<file path="config.mk">
export PLATFORM = sky130hd
export DESIGN_NAME = pft_fragment_header_parser
export DESIGN_NICKNAME = d
export VERILOG_FILES = /design/src/rtl/core/pft_pkg.sv /design/src/rtl/core/pft_parse_step.sv /design/src/rtl/core/pft_fragment_header_parser.sv
export SDC_FILE = /design/constraint.sdc
export NUM_CORES = 1
export LEC_CHECK = 0
export BUFFER_PORTS_ARGS = -buffer_cell sky130_fd_sc_hd__buf_4
export CORE_MARGIN = 10
export CORE_UTILIZATION = 30
export DETAILED_ROUTE_END_ITERATION = 7
export PLACE_DENSITY = 0.54
export SLEW_MARGIN = 30
export SYNTH_ARGS = -nofsm -noshare
export SYNTH_HDL_FRONTEND = slang
export SYNTH_SLANG_ARGS = --single-unit
</file>
<file path="constraint.sdc">
create_clock -name clk -period 5.4 [get_ports clk]
set_clock_uncertainty 0.15 [all_clocks]
set_input_delay 1.08 -clock clk [delete_from_list [all_inputs] [get_ports clk]]
set_output_delay 1.08 -clock clk [all_outputs]
set_load 0.02 [all_outputs]
</file>
<file path="src/rtl/core/pft_pkg.sv">
`default_nettype none

package pft_pkg;

    // per-datagram phase
    typedef enum logic [1:0] {
        PH_HEADER  = 2'd0,
        PH_PAYLOAD = 2'd1,
        PH_DISCARD = 2'd2
    } phase_t;

    // result kinds
    typedef enum logic [1:0] {
        KIND_FIELD   = 2'd0,
        KIND_PAYLOAD = 2'd1,
        KIND_VERDICT = 2'd2,
        KIND_DONE    = 2'd3
    } kind_t;

    // header field identifiers
    typedef enum logic [3:0] {
        FID_SEQ    = 4'd0,
        FID_FINDEX = 4'd1,
        FID_FCOUNT = 4'd2,
        FID_FEC    = 4'd3,
        FID_ADDR   = 4'd4,
        FID_PLEN   = 4'd5,
        FID_RSK    = 4'd6,
        FID_RSZ    = 4'd7,
        FID_SOURCE = 4'd8,
        FID_DEST   = 4'd9
    } fid_t;

    // datagram status codes
    typedef enum logic [2:0] {
        ST_OK        = 3'd0,
        ST_BAD_SYNC  = 3'd1,
        ST_SHORT     = 3'd2,
        ST_TRUNC     = 3'd3,
        ST_CRC_FAIL  = 3'd4
    } status_t;

    // sync bytes and fixed header positions
    localparam logic [7:0]  SYNC_P       = 8'h50;
    localparam logic [7:0]  SYNC_F       = 8'h46;
    localparam logic [4:0]  POS_SYNC_P   = 5'd0;
    localparam logic [4:0]  POS_SYNC_F   = 5'd1;
    localparam logic [4:0]  POS_SEQ      = 5'd3;
    localparam logic [4:0]  POS_FINDEX   = 5'd6;
    localparam logic [4:0]  POS_FCOUNT   = 5'd9;
    localparam logic [4:0]  POS_FLAGS    = 5'd10;
    localparam logic [4:0]  POS_PLEN     = 5'd11;
    localparam logic [4:0]  POS_OPT      = 5'd12;
    localparam logic [4:0]  POS_RSZ      = 5'd13;
    localparam logic [4:0]  HDR_MIN      = 5'd14;
    localparam logic [4:0]  FEC_EXTRA    = 5'd2;
    localparam logic [4:0]  ADDR_EXTRA   = 5'd4;
    localparam logic [14:0] COUNT_MAX    = 15'h7FFF;
    localparam logic [15:0] CRC_INIT     = 16'hFFFF;
    localparam logic [15:0] CRC_POLY     = 16'h1021;

    // per-datagram parser state
    typedef struct packed {
        phase_t       phase;
        logic [4:0]   hdr_pos;
        logic [23:0]  shift;
        logic         fec;
        logic         addr;
        logic [13:0]  plen;
        logic [15:0]  crc;
        logic [13:0]  pcount;
        logic [14:0]  consumed;
        status_t      err;
    } state_t;

    localparam state_t STATE_RESET = '{
        phase:    PH_HEADER,
        hdr_pos:  5'd0,
        shift:    24'd0,
        fec:      1'b0,
        addr:     1'b0,
        plen:     14'd0,
        crc:      CRC_INIT,
        pcount:   14'd0,
        consumed: 15'd0,
        err:      ST_OK
    };

    // one result item
    typedef struct packed {
        kind_t        kind;
        fid_t         field_id;
        logic [23:0]  value;
        status_t      status;
        logic         end_of_run;
    } result_t;

    function automatic result_t make_res(input kind_t k, input fid_t f,
                                         input logic [23:0] v, input status_t s);
        result_t r;
        r.kind       = k;
        r.field_id   = f;
        r.value      = v;
        r.status     = s;
        r.end_of_run = 1'b0;
        return r;
    endfunction

    // ccitt crc over one byte, msb first
    function automatic logic [15:0] crc_feed(input logic [15:0] crc, input logic [7:0] b);
        logic [15:0] c;
        c = crc ^ {b, 8'h00};
        for (int i = 0; i < 8; i++)
        begin
            if (c[15])
                c = {c[14:0], 1'b0} ^ CRC_POLY;
            else
                c = {c[14:0], 1'b0};
        end
        return c;
    endfunction

endpackage

`default_nettype wire

</file>
<file path="src/rtl/core/pft_parse_step.sv">
`default_nettype none

module pft_parse_step (
    input  wire pft_pkg::state_t  cur,
    input  wire [7:0]             data_byte,
    input  wire                   end_of_datagram,
    input  wire                   crc_always,
    output pft_pkg::state_t       nxt,
    output pft_pkg::result_t      res0,
    output pft_pkg::result_t      res1,
    output logic [1:0]            num
);

    logic [4:0]            hlen;
    logic [4:0]            abase;
    logic [4:0]            p;
    logic                  check;
    logic                  good;
    logic                  ok;
    pft_pkg::status_t      done_st;
    logic [23:0]           done_val;
    pft_pkg::result_t      done_res;

    assign p     = cur.hdr_pos;
    assign hlen  = pft_pkg::HDR_MIN
                 + (cur.fec  ? pft_pkg::FEC_EXTRA  : 5'd0)
                 + (cur.addr ? pft_pkg::ADDR_EXTRA : 5'd0);
    assign abase = pft_pkg::POS_OPT + (cur.fec ? pft_pkg::FEC_EXTRA : 5'd0);

    // one byte through the header / payload parser
    always_comb
    begin
        nxt      = cur;
        res0     = '0;
        res1     = '0;
        num      = 2'd0;
        check    = 1'b0;
        good     = 1'b0;
        ok       = 1'b0;
        done_st  = pft_pkg::ST_OK;
        done_val = 24'd0;
        done_res = '0;

        // saturating byte count
        if (cur.consumed != pft_pkg::COUNT_MAX)
            nxt.consumed = cur.consumed + 15'd1;

        case (cur.phase)
            pft_pkg::PH_HEADER:
            begin
                nxt.shift = {cur.shift[15:0], data_byte};
                if (({1'b0, p} + 6'd2) < {1'b0, hlen})
                    nxt.crc = pft_pkg::crc_feed(cur.crc, data_byte);

                if (p == pft_pkg::POS_SYNC_P && data_byte != pft_pkg::SYNC_P)
                begin
                    nxt.phase = pft_pkg::PH_DISCARD;
                    nxt.err   = pft_pkg::ST_BAD_SYNC;
                end
                else if (p == pft_pkg::POS_SYNC_F && data_byte != pft_pkg::SYNC_F)
                begin
                    nxt.phase = pft_pkg::PH_DISCARD;
                    nxt.err   = pft_pkg::ST_BAD_SYNC;
                end
                else if (p == pft_pkg::POS_SEQ)
                begin
                    res0 = pft_pkg::make_res(pft_pkg::KIND_FIELD, pft_pkg::FID_SEQ,
                                             {8'h00, nxt.shift[15:0]}, pft_pkg::ST_OK);
                    num  = 2'd1;
                end
                else if (p == pft_pkg::POS_FINDEX)
                begin
                    res0 = pft_pkg::make_res(pft_pkg::KIND_FIELD, pft_pkg::FID_FINDEX,
                                             nxt.shift, pft_pkg::ST_OK);
                    num  = 2'd1;
                end
                else if (p == pft_pkg::POS_FCOUNT)
                begin
                    res0 = pft_pkg::make_res(pft_pkg::KIND_FIELD, pft_pkg::FID_FCOUNT,
                                             nxt.shift, pft_pkg::ST_OK);
                    num  = 2'd1;
                end
                else if (p == pft_pkg::POS_FLAGS)
                begin
                    nxt.fec  = data_byte[7];
                    nxt.addr = data_byte[6];
                    res0 = pft_pkg::make_res(pft_pkg::KIND_FIELD, pft_pkg::FID_FEC,
                                             {23'd0, data_byte[7]}, pft_pkg::ST_OK);
                    res1 = pft_pkg::make_res(pft_pkg::KIND_FIELD, pft_pkg::FID_ADDR,
                                             {23'd0, data_byte[6]}, pft_pkg::ST_OK);
                    num  = 2'd2;
                end
                else if (p == pft_pkg::POS_PLEN)
                begin
                    nxt.plen = nxt.shift[13:0];
                    res0 = pft_pkg::make_res(pft_pkg::KIND_FIELD, pft_pkg::FID_PLEN,
                                             {10'd0, nxt.shift[13:0]}, pft_pkg::ST_OK);
                    num  = 2'd1;
                end
                else if (p >= pft_pkg::POS_OPT)
                begin
                    if (cur.fec && p == pft_pkg::POS_OPT)
                    begin
                        res0 = pft_pkg::make_res(pft_pkg::KIND_FIELD, pft_pkg::FID_RSK,
                                                 {16'd0, data_byte}, pft_pkg::ST_OK);
                        num  = 2'd1;
                    end
                    else if (cur.fec && p == pft_pkg::POS_RSZ)
                    begin
                        res0 = pft_pkg::make_res(pft_pkg::KIND_FIELD, pft_pkg::FID_RSZ,
                                                 {16'd0, data_byte}, pft_pkg::ST_OK);
                        num  = 2'd1;
                    end
                    else if (cur.addr && p == abase + 5'd1)
                    begin
                        res0 = pft_pkg::make_res(pft_pkg::KIND_FIELD, pft_pkg::FID_SOURCE,
                                                 {8'h00, nxt.shift[15:0]}, pft_pkg::ST_OK);
                        num  = 2'd1;
                    end
                    else if (cur.addr && p == abase + 5'd3)
                    begin
                        res0 = pft_pkg::make_res(pft_pkg::KIND_FIELD, pft_pkg::FID_DEST,
                                                 {8'h00, nxt.shift[15:0]}, pft_pkg::ST_OK);
                        num  = 2'd1;
                    end
                    else if (({1'b0, p} + 6'd1) == {1'b0, hlen})
                    begin
                        // last header byte: crc verdict
                        check = cur.fec | crc_always;
                        good  = (nxt.shift[15:0] == ~cur.crc);
                        ok    = !check || good;
                        nxt.err    = ok ? pft_pkg::ST_OK : pft_pkg::ST_CRC_FAIL;
                        nxt.phase  = pft_pkg::PH_PAYLOAD;
                        nxt.pcount = 14'd0;
                        res0 = pft_pkg::make_res(pft_pkg::KIND_VERDICT, pft_pkg::FID_SEQ,
                                                 {23'd0, ok},
                                                 ok ? pft_pkg::ST_OK : pft_pkg::ST_CRC_FAIL);
                        num  = 2'd1;
                    end
                end

                if (nxt.phase == pft_pkg::PH_HEADER)
                begin
                    nxt.hdr_pos = p + 5'd1;
                    // datagram ended inside the header: fields are dropped
                    if (end_of_datagram)
                        num = 2'd0;
                end
            end

            pft_pkg::PH_PAYLOAD:
            begin
                if (cur.pcount < cur.plen)
                begin
                    if (cur.err == pft_pkg::ST_OK)
                    begin
                        res0 = pft_pkg::make_res(pft_pkg::KIND_PAYLOAD, pft_pkg::FID_SEQ,
                                                 {16'd0, data_byte}, pft_pkg::ST_OK);
                        num  = 2'd1;
                    end
                    nxt.pcount = cur.pcount + 14'd1;
                end
            end

            default:
            begin
                // discard: bytes are only counted
            end
        endcase

        // end of datagram: done status and length (header plus payload if ok, header only on crc fail), then clear
        if (end_of_datagram)
        begin
            if (nxt.phase == pft_pkg::PH_DISCARD)
                done_st = ({4'd0, nxt.consumed} >= {14'd0, pft_pkg::HDR_MIN})
                        ? pft_pkg::ST_BAD_SYNC : pft_pkg::ST_SHORT;
            else if (nxt.phase == pft_pkg::PH_HEADER)
                done_st = pft_pkg::ST_SHORT;
            else if (nxt.pcount < nxt.plen)
                done_st = pft_pkg::ST_TRUNC;
            else if (nxt.err == pft_pkg::ST_CRC_FAIL)
            begin
                done_st  = pft_pkg::ST_CRC_FAIL;
                done_val = {19'd0, hlen};
            end
            else
            begin
                done_st  = pft_pkg::ST_OK;
                done_val = {19'd0, hlen} + {10'd0, nxt.plen};
            end

            done_res = pft_pkg::make_res(pft_pkg::KIND_DONE, pft_pkg::FID_SEQ,
                                         done_val, done_st);
            if (num == 2'd0)
            begin
                res0 = done_res;
                num  = 2'd1;
            end
            else
            begin
                res1 = done_res;
                num  = 2'd2;
            end
            nxt = pft_pkg::STATE_RESET;
        end

        // mark the last result of this item
        if (num == 2'd1)
            res0.end_of_run = 1'b1;
        else if (num == 2'd2)
            res1.end_of_run = 1'b1;
    end

endmodule

`default_nettype wire

</file>
<file path="src/rtl/core/pft_fragment_header_parser.sv">
// an item waits in the input stage register, then its first result is registered in out_reg
// throughput: one item per cycle while out_ready is high and each item gives at most one
//   result; an item with two results holds the parse stage until its second result,
//   kept in a spare output register, has moved on to the output register
// reset: asynchronous, active low; clears all parser state and crc_always
`default_nettype none

module pft_fragment_header_parser (
    input  wire          clk,
    input  wire          rst_n,
    // configuration
    input  wire          cfg_we,
    input  wire          cfg_wdata,
    // input items
    input  wire          in_valid,
    output logic         in_ready,
    input  wire [7:0]    data_byte,
    input  wire          end_of_datagram,
    // result items
    output logic         out_valid,
    input  wire          out_ready,
    output logic [1:0]   kind,
    output logic [3:0]   field_id,
    output logic [23:0]  value,
    output logic [2:0]   status,
    output logic         end_of_run
);

    logic               crc_always_reg;
    logic               stg_valid_reg;
    logic [7:0]         stg_byte_reg;
    logic               stg_eod_reg;
    pft_pkg::state_t    state_reg;
    pft_pkg::state_t    state_next;
    logic               out_valid_reg;
    logic               out_valid_next;
    pft_pkg::result_t   out_reg;
    pft_pkg::result_t   out_next;
    logic               spare_valid_reg;
    logic               spare_valid_next;
    pft_pkg::result_t   spare_reg;
    pft_pkg::result_t   spare_next;
    pft_pkg::result_t   res0;
    pft_pkg::result_t   res1;
    logic [1:0]         num;
    logic               fire;

    // staged item is parsed when both result slots can take its output
    assign fire     = stg_valid_reg && !spare_valid_reg && (!out_valid_reg || out_ready);
    assign in_ready = !stg_valid_reg || fire;

    pft_parse_step u_step (
        .cur             (state_reg),
        .data_byte       (stg_byte_reg),
        .end_of_datagram (stg_eod_reg),
        .crc_always      (crc_always_reg),
        .nxt             (state_next),
        .res0            (res0),
        .res1            (res1),
        .num             (num)
    );

    // configuration register
    always_ff @(posedge clk or negedge rst_n)
    begin
        if (!rst_n)
            crc_always_reg <= 1'b0;
        else if (cfg_we)
            crc_always_reg <= cfg_wdata;
    end

    // input stage
    always_ff @(posedge clk or negedge rst_n)
    begin
        if (!rst_n)
            stg_valid_reg <= 1'b0;
        else if (in_valid && in_ready)
            stg_valid_reg <= 1'b1;
        else if (fire)
            stg_valid_reg <= 1'b0;
    end

    always_ff @(posedge clk)
    begin
        if (in_valid && in_ready)
        begin
            stg_byte_reg <= data_byte;
            stg_eod_reg  <= end_of_datagram;
        end
    end

    // parser state
    always_ff @(posedge clk or negedge rst_n)
    begin
        if (!rst_n)
            state_reg <= pft_pkg::STATE_RESET;
        else if (fire)
            state_reg <= state_next;
    end

    // result slots: output register plus spare for a second result
    always_comb
    begin
        out_valid_next   = out_valid_reg;
        out_next         = out_reg;
        spare_valid_next = spare_valid_reg;
        spare_next       = spare_reg;
        if (fire)
        begin
            case (num)
                2'd0:
                begin
                    out_valid_next = 1'b0;
                end
                2'd1:
                begin
                    out_valid_next = 1'b1;
                    out_next       = res0;
                end
                2'd2:
                begin
                    out_valid_next   = 1'b1;
                    out_next         = res0;
                    spare_valid_next = 1'b1;
                    spare_next       = res1;
                end
                default:
                begin
                    out_valid_next = 1'b0;
                end
            endcase
        end
        else if (out_valid_reg && out_ready)
        begin
            if (spare_valid_reg)
            begin
                out_next         = spare_reg;
                spare_valid_next = 1'b0;
            end
            else
                out_valid_next = 1'b0;
        end
    end

    always_ff @(posedge clk or negedge rst_n)
    begin
        if (!rst_n)
        begin
            out_valid_reg   <= 1'b0;
            spare_valid_reg <= 1'b0;
        end
        else
        begin
            out_valid_reg   <= out_valid_next;
            spare_valid_reg <= spare_valid_next;
        end
    end

    always_ff @(posedge clk)
    begin
        out_reg   <= out_next;
        spare_reg <= spare_next;
    end

    // result ports
    assign out_valid  = out_valid_reg;
    assign kind       = out_reg.kind;
    assign field_id   = out_reg.field_id;
    assign value      = out_reg.value;
    assign status     = out_reg.status;
    assign end_of_run = out_reg.end_of_run;

endmodule

`default_nettype wire
</file>
Word-level counts from Yosys, hierarchy flattened
Cells that the tools add are included.
Word-level totals
  bits in registers: 168
  input port bits: 15
  output and inout bits: 36
  logic and storage cells: 271
Cells by class
  $add $sub $neg: 11
  magnitude comparators: 5
  equal/unequal tests: 28
  mux-type cells: 151
  bitwise gates (word level): 11
  reductions and logical operators: 39
Operators with widths (number)
  $mux W34: 28
  $mux W16: 20
  $mux W14: 16
  $mux W13: 8
  $mux W24: 4
  $mux W95: 1
  $pmux W34 S2: 1
  $mux W2: 33
  $mux W63: 1
  $mux W3: 20
  $mux W33: 1
  $mux W31: 1
  $lt A14 B14 Y1: 2
  $pmux W14 S2: 1
  $eq A5 B4 Y1 const B: 5
  $not A3 Y3: 8
  $eq A16 B16 Y1: 1
  $ne A8 B7 Y1 const B: 2
  $not A16 Y16: 1
  $xor A16 B16 Y16: 1
  $add A15 B1 Y15 const B: 1
  $add A5 B14 Y15: 1
  $ge A15 B4 Y1 const B: 1
  $mux W15: 1
  36 further kinds: 86

Logic depth before layout (Yosys ltp)
  depth in word-level cells: 44
  mapped depth: 20
  mapped depth without buffers: 18

By module
Synthesis repeated with hierarchy kept, for this count alone.
Unflattened totals
  cells, all modules: 1134
  area total of the unflattened synthesis: 11681.2 µm²
By module, submodules not included
  pft_fragment_header_parser: instances 1, cells each 337, area an instance 6541.3 µm², seq. area each 4809.6 µm²
  pft_parse_step: instances 1, cells each 797, area an instance 5139.9 µm², seq. area each 0.0 µm²

Least setup slack after synthesis
No wires, ideal clock.
  path type: register to register
  from: register state_reg[29] (netlist name)
  to: register out_reg, in the netlist end_of_run (enable)
  library setup time: 0.437 ns
  arrival time: 4.144 ns
  data required time: 4.813 ns
  path slack: 0.669 ns
  cell stages (with the launch flop): 11
  path buffers: 2
  period minus slack after synthesis: 4.731 ns
  path through: dfrtp_1 -> ha_1 -> nand4_1 -> or3_1 -> nor4_2 -> or3b_1 -> buf_2 -> and3_1 -> buf_2 -> o21ai_0 -> a21oi_1
Between the ends
  cells in the longest elaborated chain, start to end: 10
  elaborated cells between the ends (all ways): 11
  classes of those cells: 1 x order compare; 3 x eq/ne; 4 x mux; 3 x reduce/logical
Ends and longest elaborated chain
  from (decl): line pft_fragment_header_parser.sv:33  | pft_pkg::state_t state_reg;
  from (signal assigned): line pft_fragment_header_parser.sv:96  | state_reg <= pft_pkg::STATE_RESET;
  from (signal assigned): line pft_fragment_header_parser.sv:98  | state_reg <= state_next;
  $lt A14 B14 Y1 (*): line pft_parse_step.sv:153  | if (cur.pcount < cur.plen)
  $mux W1 (*): line pft_parse_step.sv:153
  $pmux W2 S2 (*): line pft_parse_step.sv:48  | case (cur.phase)
  $logic_not A2 Y1: line pft_parse_step.sv:194  | if (num == 2'd0)
  $mux W2: line pft_parse_step.sv:194
  $mux W2 (*): line pft_parse_step.sv:172  | if (end_of_datagram)
  $eq A2 B2 Y1 / $eq A2 B1 Y1 (equally long branches): line pft_fragment_header_parser.sv:110  | case (num)
  $reduce_or A2 Y1 (no line) (*)
  $ne A2 B2 Y1 (no line) (*)
  $reduce_and A3 Y1 (no line) (*)
  to (signal assigned): line pft_fragment_header_parser.sv:161  | out_reg <= out_next;
  to (decl): line pft_fragment_header_parser.sv:37  | pft_pkg::result_t out_reg;
Mark *: on every way between the ends. The rest lies on a longest branch, timed or not.
A chain may end at the register's enable or synchronous reset.

==> results.md <==
* Status: finished, final reports clean
* Clock sink count at 155
* Compound-Gate Fraction of Synth Area at 18.90%
* Fin. Hold Viols at 0
* Met1 wire length at 14100 um
* Multiplexer share of the synthesized area at 3.642%
* Largest net degree at the start of global routing at 52
* Largest register FFs at 87
* WL met2 at 13140 um
* Die area at 0.03950 mm^2
* Post-route minimum period at 5074 ps
* Starting Density at a little under a third
* Main combinational cell family by area after synthesis: compound AO/OA/AOI/OAI gates
* Clock-pin slew on the worst setup and hold paths at around 70 ps
* Pwr/cell area at 313.9 mW/mm^2
* Routed WL per cell at 19.86 um
* Top-Level Pins at 51
* Synthesized area per cell at approximately 9.5 um^2
* DR vias/cell at 5.360
* Leakage at 0.004492 uW
* RSZ-0062 raised after global routing: false
* GRT Util Overall at 15.09%
* DIE WIDTH at 198.8 um
* Number of flops mapped to enable cells by yosys at 64
* Dpl cells at 1432
* DR DRC count at 0
* H-Tree Depth at 4
* WHS Path Cells at 1
* Max_cap viols at 0
* Max Root-Sink Buffers at 2
* Post-synthesis xor/xnor area fraction at 5.443%
* Vias in the first global route at 7776
* Post-route cell area at 0.01116 mm^2
* Pwr Total at 3504 uW
* Synth async-reset ratio at between 50 and 60%
* Global placer's final weighted congestion at ~0.88
* Crit path max fanout at 14
* Crit share post-route at 93.96%
* Most frequent cells in the layout: nand2_1, buf_4, nor2_1
* Initial detailed-routing violation count at ~730
* Global-route wire length before repair at 46140 um
* Met3 wire len at 1368 um
* CTS Buf Count at 17
* Slew @ Worst Pin at 761.3 ps
* FMAX at ~200 MHz
* Mapped Cells at 1008
* Crit path kind: reg2reg
* Slew margin rel. at 48.82%
* Ratio of cells with drive above 1 in the final layout at 16.29%
* Ant. Diodes at 0
* DP HPWL at 21090 um
* Nets at between 1000 and 1500
* CORE AREA at around 0.032 mm^2
* Drt total wl at 29080 um
* Hold-fix buffers at CTS at 0
* Main synth FF type: dfrtp_1
* Simple-Gate Fraction of Synth Area at 17.83%
* Input/output buffers at 50
* Reg2Reg Depth at 16
* Total grt overflow at 0
* Reg2reg start: state_reg[88]$_DFFE_PN0P_
* CP Data Required Time at approximately 5400 ps
* VDD IR-drop max at between 0.2 and 0.25 mV
* Post-DRT Antenna Nets at 0
* Critical Path AT at between 5000 and 6000 ps
* Final core utilization at 35.38%
* R2R setup slack at ~330 ps
* Setup crit start kind: register
* Fillers at 3212
* Setup crit end kind: register
* Synth Warn # at 0
* Sequential share of the synthesized area at 44.02%
* Hold Crit Start: state_reg[1]$_DFFE_PN0P_
* Max Slew Vio Count at 0
* Setup TNS at 0 ps
* P&R area growth vs syn at 16.46%
* # setup viols final at 0
* FF-to-FF End: value[0]$_DFFE_PP_
* Clock Tree Root: clkbuf_16
* Area after DPL at about 0.011 mm^2
* Final std cells w/o fill at roughly 1500
* Seq cells post-synth at ~160
* Hold Path Class: reg2reg
* Syn nets at around 1100
* Synth Area in Adders at ~5.7%
* Netlist cell types at 85
* Vias at 7847
* Clock Latency Late Sink at 440 ps
* Most common cell after layout, fill and taps aside: nand2_1
* DRT Pass-1 Iters at 4
* Top layer in use: met4
* Mapped cell area at 0.009585 mm^2
* Sink of the worst hold path: state_reg[1]$_DFFE_PN0P_
* Row count at between 60 and 70
* Die Ht at 198.8 um
* TritonCTS clock tree: yes
* Initial antenna violation count at 0
==> logic make-up (layout without fill, tap and decap cells) <==
logic type	count (synthesis)	after routing
DFF	155	155
xor gates and xnor gates	58	58
adders and majority gates	43	43
muxes	34	34
buffers and inverters	109	163
AOI/OAI and AO/OA	271	271
and+or+nand+nor	338	338
==> layer usage <==
layer | vias up | global-route usage, %
met2 | 215 | 23.26
met3 | 23 | 2.687
li1 | 3770 | -
met4 | 0 | 4.210
met5 | - | 0
met1 | 3839 | 21.11
==> how the worst max path moves through the flow <==
stage,start,end,slack [ps]
floorplan,state_reg[29]$_DFFE_PN0P_,end_of_run$_DFFE_PP_,670
global placement,state_reg[88]$_DFFE_PN0P_,value[5]$_DFFE_PP_,160
detailed placement,state_reg[88]$_DFFE_PN0P_,value[5]$_DFFE_PP_,4
CTS,state_reg[88]$_DFFE_PN0P_,value[6]$_DFFE_PP_,20
global route,state_reg[29]$_DFFE_PN0P_,value[0]$_DFFE_PP_,40
finish,state_reg[88]$_DFFE_PN0P_,value[0]$_DFFE_PP_,330
==> cell usage after synthesis, drive strengths merged (6+ instances only) <==
cell | count | area share (%)
or2 | 8 | 0.52
and2 | 6 | 0.39
a21o | 8 | 0.63
or3 | 6 | 0.39
a22oi | 25 | 2.0
and3 | 17 | 1.1
xnor2 | 35 | 3.2
nand3 | 28 | 1.5
buf | 14 | 0.76
o22ai | 31 | 2.2
nand2 | 101 | 4.0
nand2b | 10 | 0.65
nor2b | 11 | 0.72
ha | 42 | 5.5
xor2 | 22 | 2.0
o211ai | 9 | 0.85
nand4 | 13 | 0.85
a22o | 13 | 1.2
nor2 | 84 | 3.3
edfxtp | 64 | 20
clkbuf | 52 | 2.0
nor3 | 22 | 1.4
o21a | 6 | 0.47
dfstp | 16 | 4.4
mux2i | 30 | 3.1
nor4 | 11 | 1.2
inv | 42 | 1.6
o21ai | 68 | 3.6
a31oi | 7 | 0.46
a21oi | 55 | 2.9
dfrtp | 75 | 20
==> critical path: stages, from the launching register on <==
cell and delay, ps:
dfrtp_1 480, ha_2 340, xnor3_1 330, a2111o_1 410
nor3_4 230, nand3_4 250, o211ai_1 210, o31ai_1 110
ha_1 300, nand2_1 80, nor4b_2 350, o2111ai_1 160
nor4_1 280, a311oi_2 150, nor3_2 380, nand2_1 120
o41ai_1 480
==> stage by stage <==
step	setup WS [ps]	hold slack, ps
floorplan	669.0	322.0
global placement	163.1	346.5
detailed placement	3.907	353.6
CTS	23.88	369.1
global route	38.24	389.0
finish	326.4	366.6
==> power by group <==
| part | internal (uW) | switching (uW) | leakage, uW |
|---|---|---|---|
| Clock | 689 | 545 | 0.000281 |
| Combinational | 287 | 458 | 0.00240 |
| Sequential | 1380 | 143 | 0.00181 |
==> timing repair <==
item                                    in CTS  in global routing
gates cloned                                 0                  0
pin swaps                                    0                  0
endpoints found under the setup margin       9                 31
gates resized for setup                      1                 10
hold endpoints to repair                     0                  0
setup buffers                                0                  0
==> layout make-up <==
class / count / area (um^2) / share of cell area (%)
Inverter: 43 / 161.4 / 1.446
Clock inverter: 15 / 160.2 / 1.435
Multi-Input combinational cell: 744 / 5034 / 45.09
Tap cell: 402 / 503.0 / 4.506
Timing Repair Buffer: 88 / 660.6 / 5.918
Clock buffer: 17 / 425.4 / 3.811
Sequential cell: 155 / 4219 / 37.79
Note: power is estimated with default switching activity, not from simulation.
